<file path="src/design/rm2eul_pkg.sv">
package rm2eul_pkg;

  localparam int DEF_CORDIC_STEPS = 16;
  localparam int DEF_DATA_WIDTH   = 16;

  localparam int IN_W      = 16;
  localparam int CFG_W     = 15;
  localparam int ROOT_W    = 15;
  localparam int RAD_W     = 29;   // 2^28 - s^2 fits in 29 bits
  localparam int SQ_W      = 30;
  localparam int SQ_STAGES = 15;
  localparam int ACC_W     = 34;   // radians * 2^30 with headroom
  localparam int RND_SH    = 17;
  localparam int RES_W     = ACC_W - RND_SH;
  localparam int TAB_LEN   = 24;

  localparam logic signed [IN_W-1:0]  ONE_Q14     = 16'sd16384;
  localparam logic signed [RES_W-1:0] PI_Q13      = 17'sd25736;
  localparam logic signed [RES_W-1:0] HALF_PI_Q13 = 17'sd12868;
  localparam logic signed [ACC_W-1:0] HALF_PI_Q30 = 34'sd1686629713;
  localparam logic [RAD_W-1:0]        ONE_SQ      = 29'd268435456;

  typedef struct packed {
    logic signed [IN_W-1:0] m00;
    logic signed [IN_W-1:0] m01;
    logic signed [IN_W-1:0] m10;
    logic signed [IN_W-1:0] m11;
    logic signed [IN_W-1:0] m12;
    logic signed [IN_W-1:0] m22;
  } mat_t;

  // floor(atan(2^-i) * 2^30)
  function automatic logic signed [ACC_W-1:0] atan_tab(input int i);
    logic signed [ACC_W-1:0] r;
    unique case (i)
      0:  r = 34'sh03243F6A8;
      1:  r = 34'sh01DAC6705;
      2:  r = 34'sh00FADBAFC;
      3:  r = 34'sh007F56EA6;
      4:  r = 34'sh003FEAB76;
      5:  r = 34'sh001FFD55B;
      6:  r = 34'sh000FFFAAA;
      7:  r = 34'sh0007FFF55;
      8:  r = 34'sh0003FFFEA;
      9:  r = 34'sh0001FFFFD;
      10: r = 34'sh0000FFFFF;
      11: r = 34'sh00007FFFF;
      12: r = 34'sh00003FFFF;
      13: r = 34'sh00001FFFF;
      14: r = 34'sh00000FFFF;
      15: r = 34'sh000007FFF;
      16: r = 34'sh000003FFF;
      17: r = 34'sh000001FFF;
      18: r = 34'sh000000FFF;
      19: r = 34'sh0000007FF;
      20: r = 34'sh0000003FF;
      21: r = 34'sh0000001FF;
      22: r = 34'sh0000000FF;
      23: r = 34'sh00000007F;
      default: r = '0;
    endcase
    return r;
  endfunction

  // symmetric saturation
  function automatic logic signed [RES_W-1:0] sat(input logic signed [RES_W-1:0] v,
                                                 input logic signed [RES_W-1:0] lim);
    logic signed [RES_W-1:0] r;
    if (v > lim) r = lim;
    else if (v < -lim) r = -lim;
    else r = v;
    return r;
  endfunction

endpackage

</file>
<file path="src/design/rm2eul_isqrt.sv">
module rm2eul_isqrt (
  input  logic                          clk,
  input  logic                          en,
  input  logic [rm2eul_pkg::RAD_W-1:0]  rad,
  output logic [rm2eul_pkg::ROOT_W-1:0] root
);
  import rm2eul_pkg::*;

  logic [SQ_W-1:0] rem [0:SQ_STAGES];
  logic [SQ_W-1:0] res [0:SQ_STAGES];

  assign rem[0] = SQ_W'(rad);
  assign res[0] = '0;

  // one result bit per stage, trial bit 2^(28-2k)
  for (genvar k = 0; k < SQ_STAGES; k++) begin : g_stage
    localparam logic [SQ_W-1:0] TBIT = SQ_W'(1) << (2 * (SQ_STAGES - 1 - k));
    logic [SQ_W-1:0] trial;
    assign trial = res[k] + TBIT;
    always_ff @(posedge clk) begin
      if (en) begin
        if (rem[k] >= trial) begin
          rem[k+1] <= rem[k] - trial;
          res[k+1] <= (res[k] >> 1) + TBIT;
        end else begin
          rem[k+1] <= rem[k];
          res[k+1] <= res[k] >> 1;
        end
      end
    end
  end

  assign root = res[SQ_STAGES][ROOT_W-1:0];
endmodule

</file>
<file path="config.mk">
export PLATFORM = sky130hd
export DESIGN_NAME = rm2eul_isqrt
export DESIGN_NICKNAME = d
export VERILOG_FILES = /design/src/design/rm2eul_pkg.sv /design/src/design/rm2eul_isqrt.sv
export SDC_FILE = /design/constraint.sdc
export NUM_CORES = 1
export LEC_CHECK = 0
export BUFFER_PORTS_ARGS = -buffer_cell sky130_fd_sc_hd__clkbuf_2
export CORE_AREA = 8 8 217 219
export DETAILED_ROUTE_END_ITERATION = 10
export DIE_AREA = 0 0 225 227
export GPL_TIMING_DRIVEN = 1
export PLACE_DENSITY = 0.86
export SKIP_CTS_REPAIR_TIMING = 1
export SLEW_MARGIN = 5
export SYNTH_ARGS = -nofsm -noshare
export SYNTH_HDL_FRONTEND = slang
export SYNTH_SLANG_ARGS = --single-unit
export TNS_END_PERCENT = 30
</file>
<file path="constraint.sdc">
create_clock -name clk -period 7.6 [get_ports clk]
set_clock_uncertainty 0.05 [all_clocks]
set_input_delay 0.38 -clock clk [delete_from_list [all_inputs] [get_ports clk]]
set_output_delay 0.38 -clock clk [all_outputs]
set_load 0.05 [all_outputs]
</file>
==> run metrics <==
outcome finished, final reports clean; htree depth 2; Yosys top cell area share 63.8%; Slew headroom 20.9%; Arrival @ worst endpoint 3.94 ns; FP Rows 77; Starting Density 58.2%; ANT cells 0; Critical R2R Capture rem[170]; clk slew on worst S/H paths 0.06 ns; R2R depth 7; peak supply drop 0.228 mV; CORE AREA 0.0436 mm²; Total GRT Usage 19.8%; Pre-antenna DRT Iters 6; initial antenna violation count 0; filler cell count in the final layout 2940; sequential share of the synthesized area 63.8%; Via Count 15871; CTS Sinks 540; Die ar. 0.0511 mm²; Final min period 3.65 ns; count of warnings emitted by yosys 0; routability cong. 0.953; die width 225 µm; P&R area growth vs syn 10.9%; total gr overflow 0; Root Buffer clkbuf_16; Total Wirelength 52500 µm; layout cells sized above 1 7.34%; asr flop ratio synth 0%; CTS tree built; max cap viols 0; WL/cell 19.6 µm; PD cells 275 mW/mm²; Worst Setup End Kind flip-flop; first-pass GRT wire length 80400 µm; RR Startpoint rem[204]; Hold Crit Class in -> reg; post-route antenna net violation count 0; EDFF count, synth 540; clock latency on the worst-skew pair 0.62 ns; endpoints failing hold 0; crit-path max FO 20; max-slew violations 0; synthesized area 0.0254 mm²; fin nets 2210; Fmax 0.274 GHz; Die Ht 227 µm; Synth Flop Type edfxtp_1; # DRC 0; Cell variety after synth 78; Worst setup startpoint rem[204]; overall power 7.74 mW; CP endpoint rem[170]; CTS max path bufs 3; vias in the first global route 16176; pre-CTS setup slack 3.99 ns; type of the worst setup path reg -> reg; PortBufs 45; vias per inst 5.93; post-route clock period utilization 48.1%; FF-to-FF setup slack 3.95 ns; most frequent cell after synthesis edfxtp_1; hpwl dp 35600 µm; IO Pins 46; largest area contributor in the netlist edfxtp_1; flops & latches, synth 540; Worst-Margin Slew 1.19 ns; Pleak 10.6 nW; Gate Count Post-Synth 1944; CTS buffer count 52; largest net degree at the start of global routing 205; Post-synth top cells edfxtp_1 (540), inv_1 (164), ha_1 (131); CP required 7.89 ns; RSZ-0062 raised after global routing false; Initial DRC Count 1508; fin worst setup slack 3.95 ns; final setup fails 0; CP startpoint kind flip-flop; Synth area leaders edfxtp_1 (64%), ha_1 (6.5%), xnor2_1 (3.1%), xor2_1 (2.7%), inv_1 (2.4%); syn avg cell area 13.1 µm²; TNS Setup 0 ns
## area by class of cell
cell class              count  area (µm²)  area share (%)
multi-input cells        1210        8450            30.0
clock inverters            24         204           0.724
flip-flops and latches    540       16200            57.6
clock buffers              67        1360            4.82
repair buffers             78         581            2.06
inverters                 166         628            2.23
well taps                 592         741            2.63
## where the power goes
part / total (mW) / switching [mW] / internal [mW]
Combinational: 1.31 / 0.756 / 0.557
Sequential: 4.01 / 0.261 / 3.75
Clock: 2.42 / 1.09 / 1.33
## routing by layer
layer	vias to the layer above	track usage (%)	wire (µm)
met3	216	3.40	2450
met2	616	39.5	29100
met1	7573	18.3	17300
met4	0	12.7	3600
li1	7466	-	-
met5	-	0	0
## flip-flops by register name (all words and copies together) (netlist names)
register  count
rem         420
root         15
res         105
## worst max-delay path, cell delays in order (launching register included)
cell and delay (ns):
edfxtp_1 0.45, or3_1 0.46, nor4_1 0.41, o21ai_0 0.33, or2_1 0.32, nor2_1 0.87
inv_1 0.26, o21a_1 0.24
## cell families after synthesis
kind of cell    Yosys count  share of synthesized area (%)
buf+inv                 195                           2.95
xor+xnor                166                           5.72
compound gates          364                           9.09
fa+ha+maj               131                           6.45
other cells               1                         0.0148
flops                   540                           63.8
mux                      20                          0.857
simple gates            527                           11.1
## through the flow
stage	instances	hold slack (ns)	util (%)	cell area, µm²
final	2677	0.359	64.6	28200
after global routing	2677	0.387	64.6	28200
after CTS	2648	-0.151	63.9	27900
after detailed placement	2557	0.381	60.3	26300
after global placement	2557	0.374	60.3	26300
after floorplan	1945	0.367	-	25400
## placed cells by master (no fill, tap or decap), types with 7 or more instances in the layout
master         Yosys  layout
o21a_1            28      28
nand2b_1          25      25
clkinv_1           0      14
nor3_1            45      45
o31ai_1           11      11
nor3b_1            8       8
xnor2_1           89      89
nor2b_1           18      18
ha_1             131     131
clkbuf_1          18      15
a21o_1            24      24
a211oi_1          13      13
or3_1             19      19
or4_1             14      14
nor2_1           113     113
clkbuf_2           0      44
xor2_1            77      77
a21oi_1          108     108
edfxtp_1         540     540
o211ai_1           9       9
nand4b_1          11      11
nor4b_1            9       9
o21ai_0           95      95
a31oi_1            8       8
nor4_1            58      58
a21boi_0           9       9
clkbuf_16          0      52
dlygate4sd3_1      0      29
nand2_1          126     126
nand3_1           14      14
nand4_1           20      20
inv_1            164     164
and2_1             7       7
mux2_2            14      14
o31a_1             7       7
## worst min path at each step
stage	endpoint	from	depth (start not counted)	slack, ns
6_report	res[291]	en	1	0.36
5_1_grt	res[291]	en	1	0.39
4_1_cts	rem[427]	rad[7]	1	-0.15
3_5_place_dp	rem[305]	rem[335]	0	0.38
3_3_place_gp	rem[63]	rem[93]	0	0.37
2_1_floorplan	rem[123]	rem[153]	0	0.37
Power figures use the tool's default switching activity.
