<file path="src/design/rm2eul_pkg.sv">
package rm2eul_pkg;

  localparam int DEF_CORDIC_STEPS = 16;
  localparam int DEF_DATA_WIDTH   = 16;

  localparam int IN_W      = 16;
  localparam int CFG_W     = 15;
  localparam int ROOT_W    = 15;
  localparam int RAD_W     = 29;   // 2^28 - s^2 fits in 29 bits
  localparam int SQ_W      = 30;
  localparam int SQ_STAGES = 15;
  localparam int ACC_W     = 34;   // radians * 2^30 with headroom
  localparam int RND_SH    = 17;
  localparam int RES_W     = ACC_W - RND_SH;
  localparam int TAB_LEN   = 24;

  localparam logic signed [IN_W-1:0]  ONE_Q14     = 16'sd16384;
  localparam logic signed [RES_W-1:0] PI_Q13      = 17'sd25736;
  localparam logic signed [RES_W-1:0] HALF_PI_Q13 = 17'sd12868;
  localparam logic signed [ACC_W-1:0] HALF_PI_Q30 = 34'sd1686629713;
  localparam logic [RAD_W-1:0]        ONE_SQ      = 29'd268435456;

  typedef struct packed {
    logic signed [IN_W-1:0] m00;
    logic signed [IN_W-1:0] m01;
    logic signed [IN_W-1:0] m10;
    logic signed [IN_W-1:0] m11;
    logic signed [IN_W-1:0] m12;
    logic signed [IN_W-1:0] m22;
  } mat_t;

  // floor(atan(2^-i) * 2^30)
  function automatic logic signed [ACC_W-1:0] atan_tab(input int i);
    logic signed [ACC_W-1:0] r;
    unique case (i)
      0:  r = 34'sh03243F6A8;
      1:  r = 34'sh01DAC6705;
      2:  r = 34'sh00FADBAFC;
      3:  r = 34'sh007F56EA6;
      4:  r = 34'sh003FEAB76;
      5:  r = 34'sh001FFD55B;
      6:  r = 34'sh000FFFAAA;
      7:  r = 34'sh0007FFF55;
      8:  r = 34'sh0003FFFEA;
      9:  r = 34'sh0001FFFFD;
      10: r = 34'sh0000FFFFF;
      11: r = 34'sh00007FFFF;
      12: r = 34'sh00003FFFF;
      13: r = 34'sh00001FFFF;
      14: r = 34'sh00000FFFF;
      15: r = 34'sh000007FFF;
      16: r = 34'sh000003FFF;
      17: r = 34'sh000001FFF;
      18: r = 34'sh000000FFF;
      19: r = 34'sh0000007FF;
      20: r = 34'sh0000003FF;
      21: r = 34'sh0000001FF;
      22: r = 34'sh0000000FF;
      23: r = 34'sh00000007F;
      default: r = '0;
    endcase
    return r;
  endfunction

  // symmetric saturation
  function automatic logic signed [RES_W-1:0] sat(input logic signed [RES_W-1:0] v,
                                                 input logic signed [RES_W-1:0] lim);
    logic signed [RES_W-1:0] r;
    if (v > lim) r = lim;
    else if (v < -lim) r = -lim;
    else r = v;
    return r;
  endfunction

endpackage

</file>
<file path="src/design/rm2eul_cordic.sv">
module rm2eul_cordic #(
  parameter int STEPS      = rm2eul_pkg::DEF_CORDIC_STEPS,
  parameter int DATA_WIDTH = rm2eul_pkg::DEF_DATA_WIDTH
) (
  input  logic                                clk,
  input  logic                                en,
  input  logic signed [rm2eul_pkg::IN_W-1:0]  y_in,
  input  logic signed [rm2eul_pkg::IN_W-1:0]  x_in,
  output logic signed [rm2eul_pkg::RES_W-1:0] angle
);
  import rm2eul_pkg::*;

  localparam int SH = DATA_WIDTH - 6;
  localparam int XW = IN_W + SH + 3;
  localparam int NS = (STEPS < TAB_LEN) ? STEPS : TAB_LEN;

  logic signed [XW-1:0]    xv  [0:NS];
  logic signed [XW-1:0]    yv  [0:NS];
  logic signed [ACC_W-1:0] acc [0:NS];
  logic                    zf  [0:NS];

  logic signed [XW-1:0]    xe, ye, x0, y0;
  logic signed [ACC_W-1:0] a0;

  // scale and fold into the right half plane
  always_comb begin
    xe = XW'(x_in) <<< SH;
    ye = XW'(y_in) <<< SH;
    x0 = xe;
    y0 = ye;
    a0 = '0;
    if (xe < 0) begin
      if (ye >= 0) begin
        x0 = ye;
        y0 = -xe;
        a0 = HALF_PI_Q30;
      end else begin
        x0 = -ye;
        y0 = xe;
        a0 = -HALF_PI_Q30;
      end
    end
  end

  always_ff @(posedge clk) begin
    if (en) begin
      xv[0]  <= x0;
      yv[0]  <= y0;
      acc[0] <= a0;
      zf[0]  <= (x_in == 0) && (y_in == 0);
    end
  end

  // one micro-rotation per stage
  for (genvar i = 0; i < NS; i++) begin : g_iter
    localparam logic signed [ACC_W-1:0] TAB = atan_tab(i);
    always_ff @(posedge clk) begin
      if (en) begin
        zf[i+1] <= zf[i];
        if (yv[i] >= 0) begin
          xv[i+1]  <= xv[i] + (yv[i] >>> i);
          yv[i+1]  <= yv[i] - (xv[i] >>> i);
          acc[i+1] <= acc[i] + TAB;
        end else begin
          xv[i+1]  <= xv[i] - (yv[i] >>> i);
          yv[i+1]  <= yv[i] + (xv[i] >>> i);
          acc[i+1] <= acc[i] - TAB;
        end
      end
    end
  end

  // round to Q3.13
  logic signed [ACC_W-1:0] rnd;
  assign rnd = acc[NS] + (ACC_W'(1) <<< (RND_SH - 1));

  always_ff @(posedge clk) begin
    if (en) begin
      angle <= zf[NS] ? '0 : rnd[ACC_W-1:RND_SH];
    end
  end
endmodule

</file>
<file path="config.mk">
export PLATFORM = sky130hd
export DESIGN_NAME = rm2eul_cordic
export DESIGN_NICKNAME = d
export VERILOG_FILES = /design/src/design/rm2eul_pkg.sv /design/src/design/rm2eul_cordic.sv
export SDC_FILE = /design/constraint.sdc
export NUM_CORES = 2
export LEC_CHECK = 0
export BUFFER_PORTS_ARGS = -buffer_cell sky130_fd_sc_hd__buf_2
export CORE_UTILIZATION = 45
export DETAILED_ROUTE_END_ITERATION = 12
export SLEW_MARGIN = 20
export SYNTH_ARGS = -nofsm -noshare
export SYNTH_HDL_FRONTEND = slang
export SYNTH_SLANG_ARGS = --single-unit
</file>
<file path="constraint.sdc">
create_clock -name clk -period 5.96 [get_ports clk]
set_input_delay 0.596 -clock clk [delete_from_list [all_inputs] [get_ports clk]]
set_output_delay 0.596 -clock clk [all_outputs]
set_load 0.1 [all_outputs]
</file>
==> results.cfg <==
[grt]
track_usage_pct = 22.51
antenna_found_initial = 2
grt_max_degree = 150
grt_overflow = 0
grt_pass1_vias = 81339
grt_pass1_wl_um = 440800

[routing]
dr_total_vias = 83334
wl_um = 281000
first_iter_violations = 4985
drc = 0
wire_per_inst_um = 19.14
viasPerCell = 5.674
firstDrtPassIters = 8
final_antenna_net_count = 0

[cts]
clk_latency_ps = 820
cts_setup_buffers = 0
cts_max_level = 4
path_clk_slew_ps = 60
numClockSinks = 1332
ctsRootBufferMaster = clkbuf_16
cts_made_buffers = 163
post_cts_resized = 0
clockBufferDepth = 3
ctsHoldBuffers = 0
cts_tree = built

[critical_path]
worst_setup_path_start_kind = register
worst_ep_arrival_time_ps = 5600
critPathMaxFanout = 10
cp.required_ps = 6490
end_kind = register
critPathKind = register to register

[logic_synthesis]
synth-simple-area-share_pct = 12.82
synthMuxAreaShare_pct = 0.5612
ys.warnings.count = 0
synth_top_family_by_area = compound AO/OA/AOI/OAI gates
synth_edf_count = 1332
synth_area_um2 = 108800
synth_xor_xnor_area_share_pct = 12.53
postSynthAreaPerCell_um2 = 9.693
ys_ff_latch = 1332
async_reset_ff_share_pct = 0
ys.flop_type = edfxtp_1
synthAdderAreaFrac_pct = 15.45
synth-seq-area-share_pct = 36.76
synth_compound_area_share_pct = 19.54
yosysUniqueCellTypes = 104
syn_inst = 11224

[floorplan]
die_x_um = 493.7
pin_count = 51
design.die.area_um2 = 243700
fp.coreArea_um2 = 240500
die_y_um = 493.7
rows = 180
start_util_pct = 45.23

[sta]
relSlewSlack_pct = 31.78
finalSetupViolations = 0
fin_crit_sh_pct = 85.00
rsz0062_at_grt = no
slew_violations = 0
tightest_slew_ps = 1023
hold_viol = 0
fmax_mhz = 197.4
min_period_ps = 5066
setup_ws_ps = 894.1
fin_tns_setup_ps = 0
finClkSkew_ps = 35.06

[placed_design]
portBuffers = 50
dp_cells = 14384
place_congestion = 0.9493
post-dp-hpwl_um = 225100
dpl_worst_slack_ps = 745.0

[finish]
layout_common_cells = 1332 x edfxtp_1, 1279 x ha_1, 1149 x a21oi_1
nets = 12718
final_common_cell = edfxtp_1
layoutNonFillerInstCount = 14686
drive_gt1_share_pct = 4.445
final_util_pct = 49.26
syn_to_final_growth_pct = 8.916

[flow_run]
drv_cap = 0

[worst_hold_path]
min_path_type = input pin to register

[run_status]
status = finished, final reports clean
## cells in the mapped netlist (27+ instances only)
cell type	count	share of area [%]
a21oi_1	1149	5.3
nor4_1	67	0.39
o21ai_0	652	3.0
mux2i_1	34	0.31
nor3_1	256	1.2
fa_1	40	0.74
edfxtp_1	1332	37
a21o_1	462	3.2
xor2_1	532	4.3
or2_2	45	0.26
nand2b_1	181	1.0
nand2_1	678	2.3
inv_1	494	1.7
o211ai_1	44	0.30
a211oi_1	77	0.53
o31ai_1	132	0.91
a31oi_1	94	0.54
and2_1	63	0.36
nor2b_1	171	0.98
a21boi_0	37	0.26
nor2_1	930	3.2
nand3_1	186	0.86
o21a_1	164	1.1
ha_1	1279	15
xnor2_1	1025	8.3
o41ai_1	57	0.46
a221oi_1	27	0.22
o31a_1	32	0.26
or4_1	27	0.19
o21bai_1	153	1.1
clkbuf_1	143	0.49
and3_1	94	0.54
or3_1	58	0.33
nand4_1	68	0.39
## state kept, by name, summed over array words and instances, names as in the netlist
| register | cells |
|---|---|
| angle | 17 |
| yv | 394 |
| acc | 526 |
| xv | 378 |
| zf | 17 |
## layer usage
layer  vias to the layer above  GRT usage (%)  wire, um
met4                         0          9.122     11490
met3                       518          2.472      9782
met5                         -              0         0
li1                      41869              -         -
met1                     39261          27.27    120000
met2                      1686          40.48    139800
## metrics by stage
step | cell area (um2) | hold slack [ps]
after floorplan | 108800 | 400.3
after global placement | 113100 | 400.9
after detailed placement | 113100 | 404.5
after CTS | 118500 | 44.24
after global routing | 118500 | 104.3
final | 118500 | 110.5
## cell families after synthesis
kind of cell,after synthesis
simple gates,2925
flops,1332
other cells,1
fa+ha+maj,1319
compound gates,3362
buf+inv,670
xor+xnor,1557
mux,58
## layout make-up
class	instances	area (um2)
antenna	5	12.51
fill	22139	122000
timing repair buffer	144	1028
tap	3185	3985
inverter	500	1877
clock buffer	191	4205
multi-input combinational	9224	66280
sequential	1332	40000
clock inverter	105	1114
## final timing paths
path              from         to  slack [ps]  depth (start not counted)
min            y_in[0]  xv[0][10]         110                          3
min reg2reg  zf[0][10]  zf[0][11]         400                          0
max reg2reg   yv[4][4]  xv[5][28]         890                         18
max           yv[4][4]  xv[5][28]         890                         18
## critical path, stage by stage (launching register included)
cell and delay [ps]:
edfxtp_1 600, inv_1 200, ha_1 230, nand2_1 110, nor3_1 420, nor2_1 110
xnor2_1 320, ha_1 350, o21ai_0 170, a211oi_1 120, o21ai_0 330, a21oi_1 170
nor2_1 160, o31ai_1 140, o41ai_1 650, o21a_1 290, nand2_1 70, a31oi_1 230
xnor2_1 140
Power is left out: the tool's default activity adds up to more than one toggle a clock period on the data nets, which glitch-free logic cannot reach.
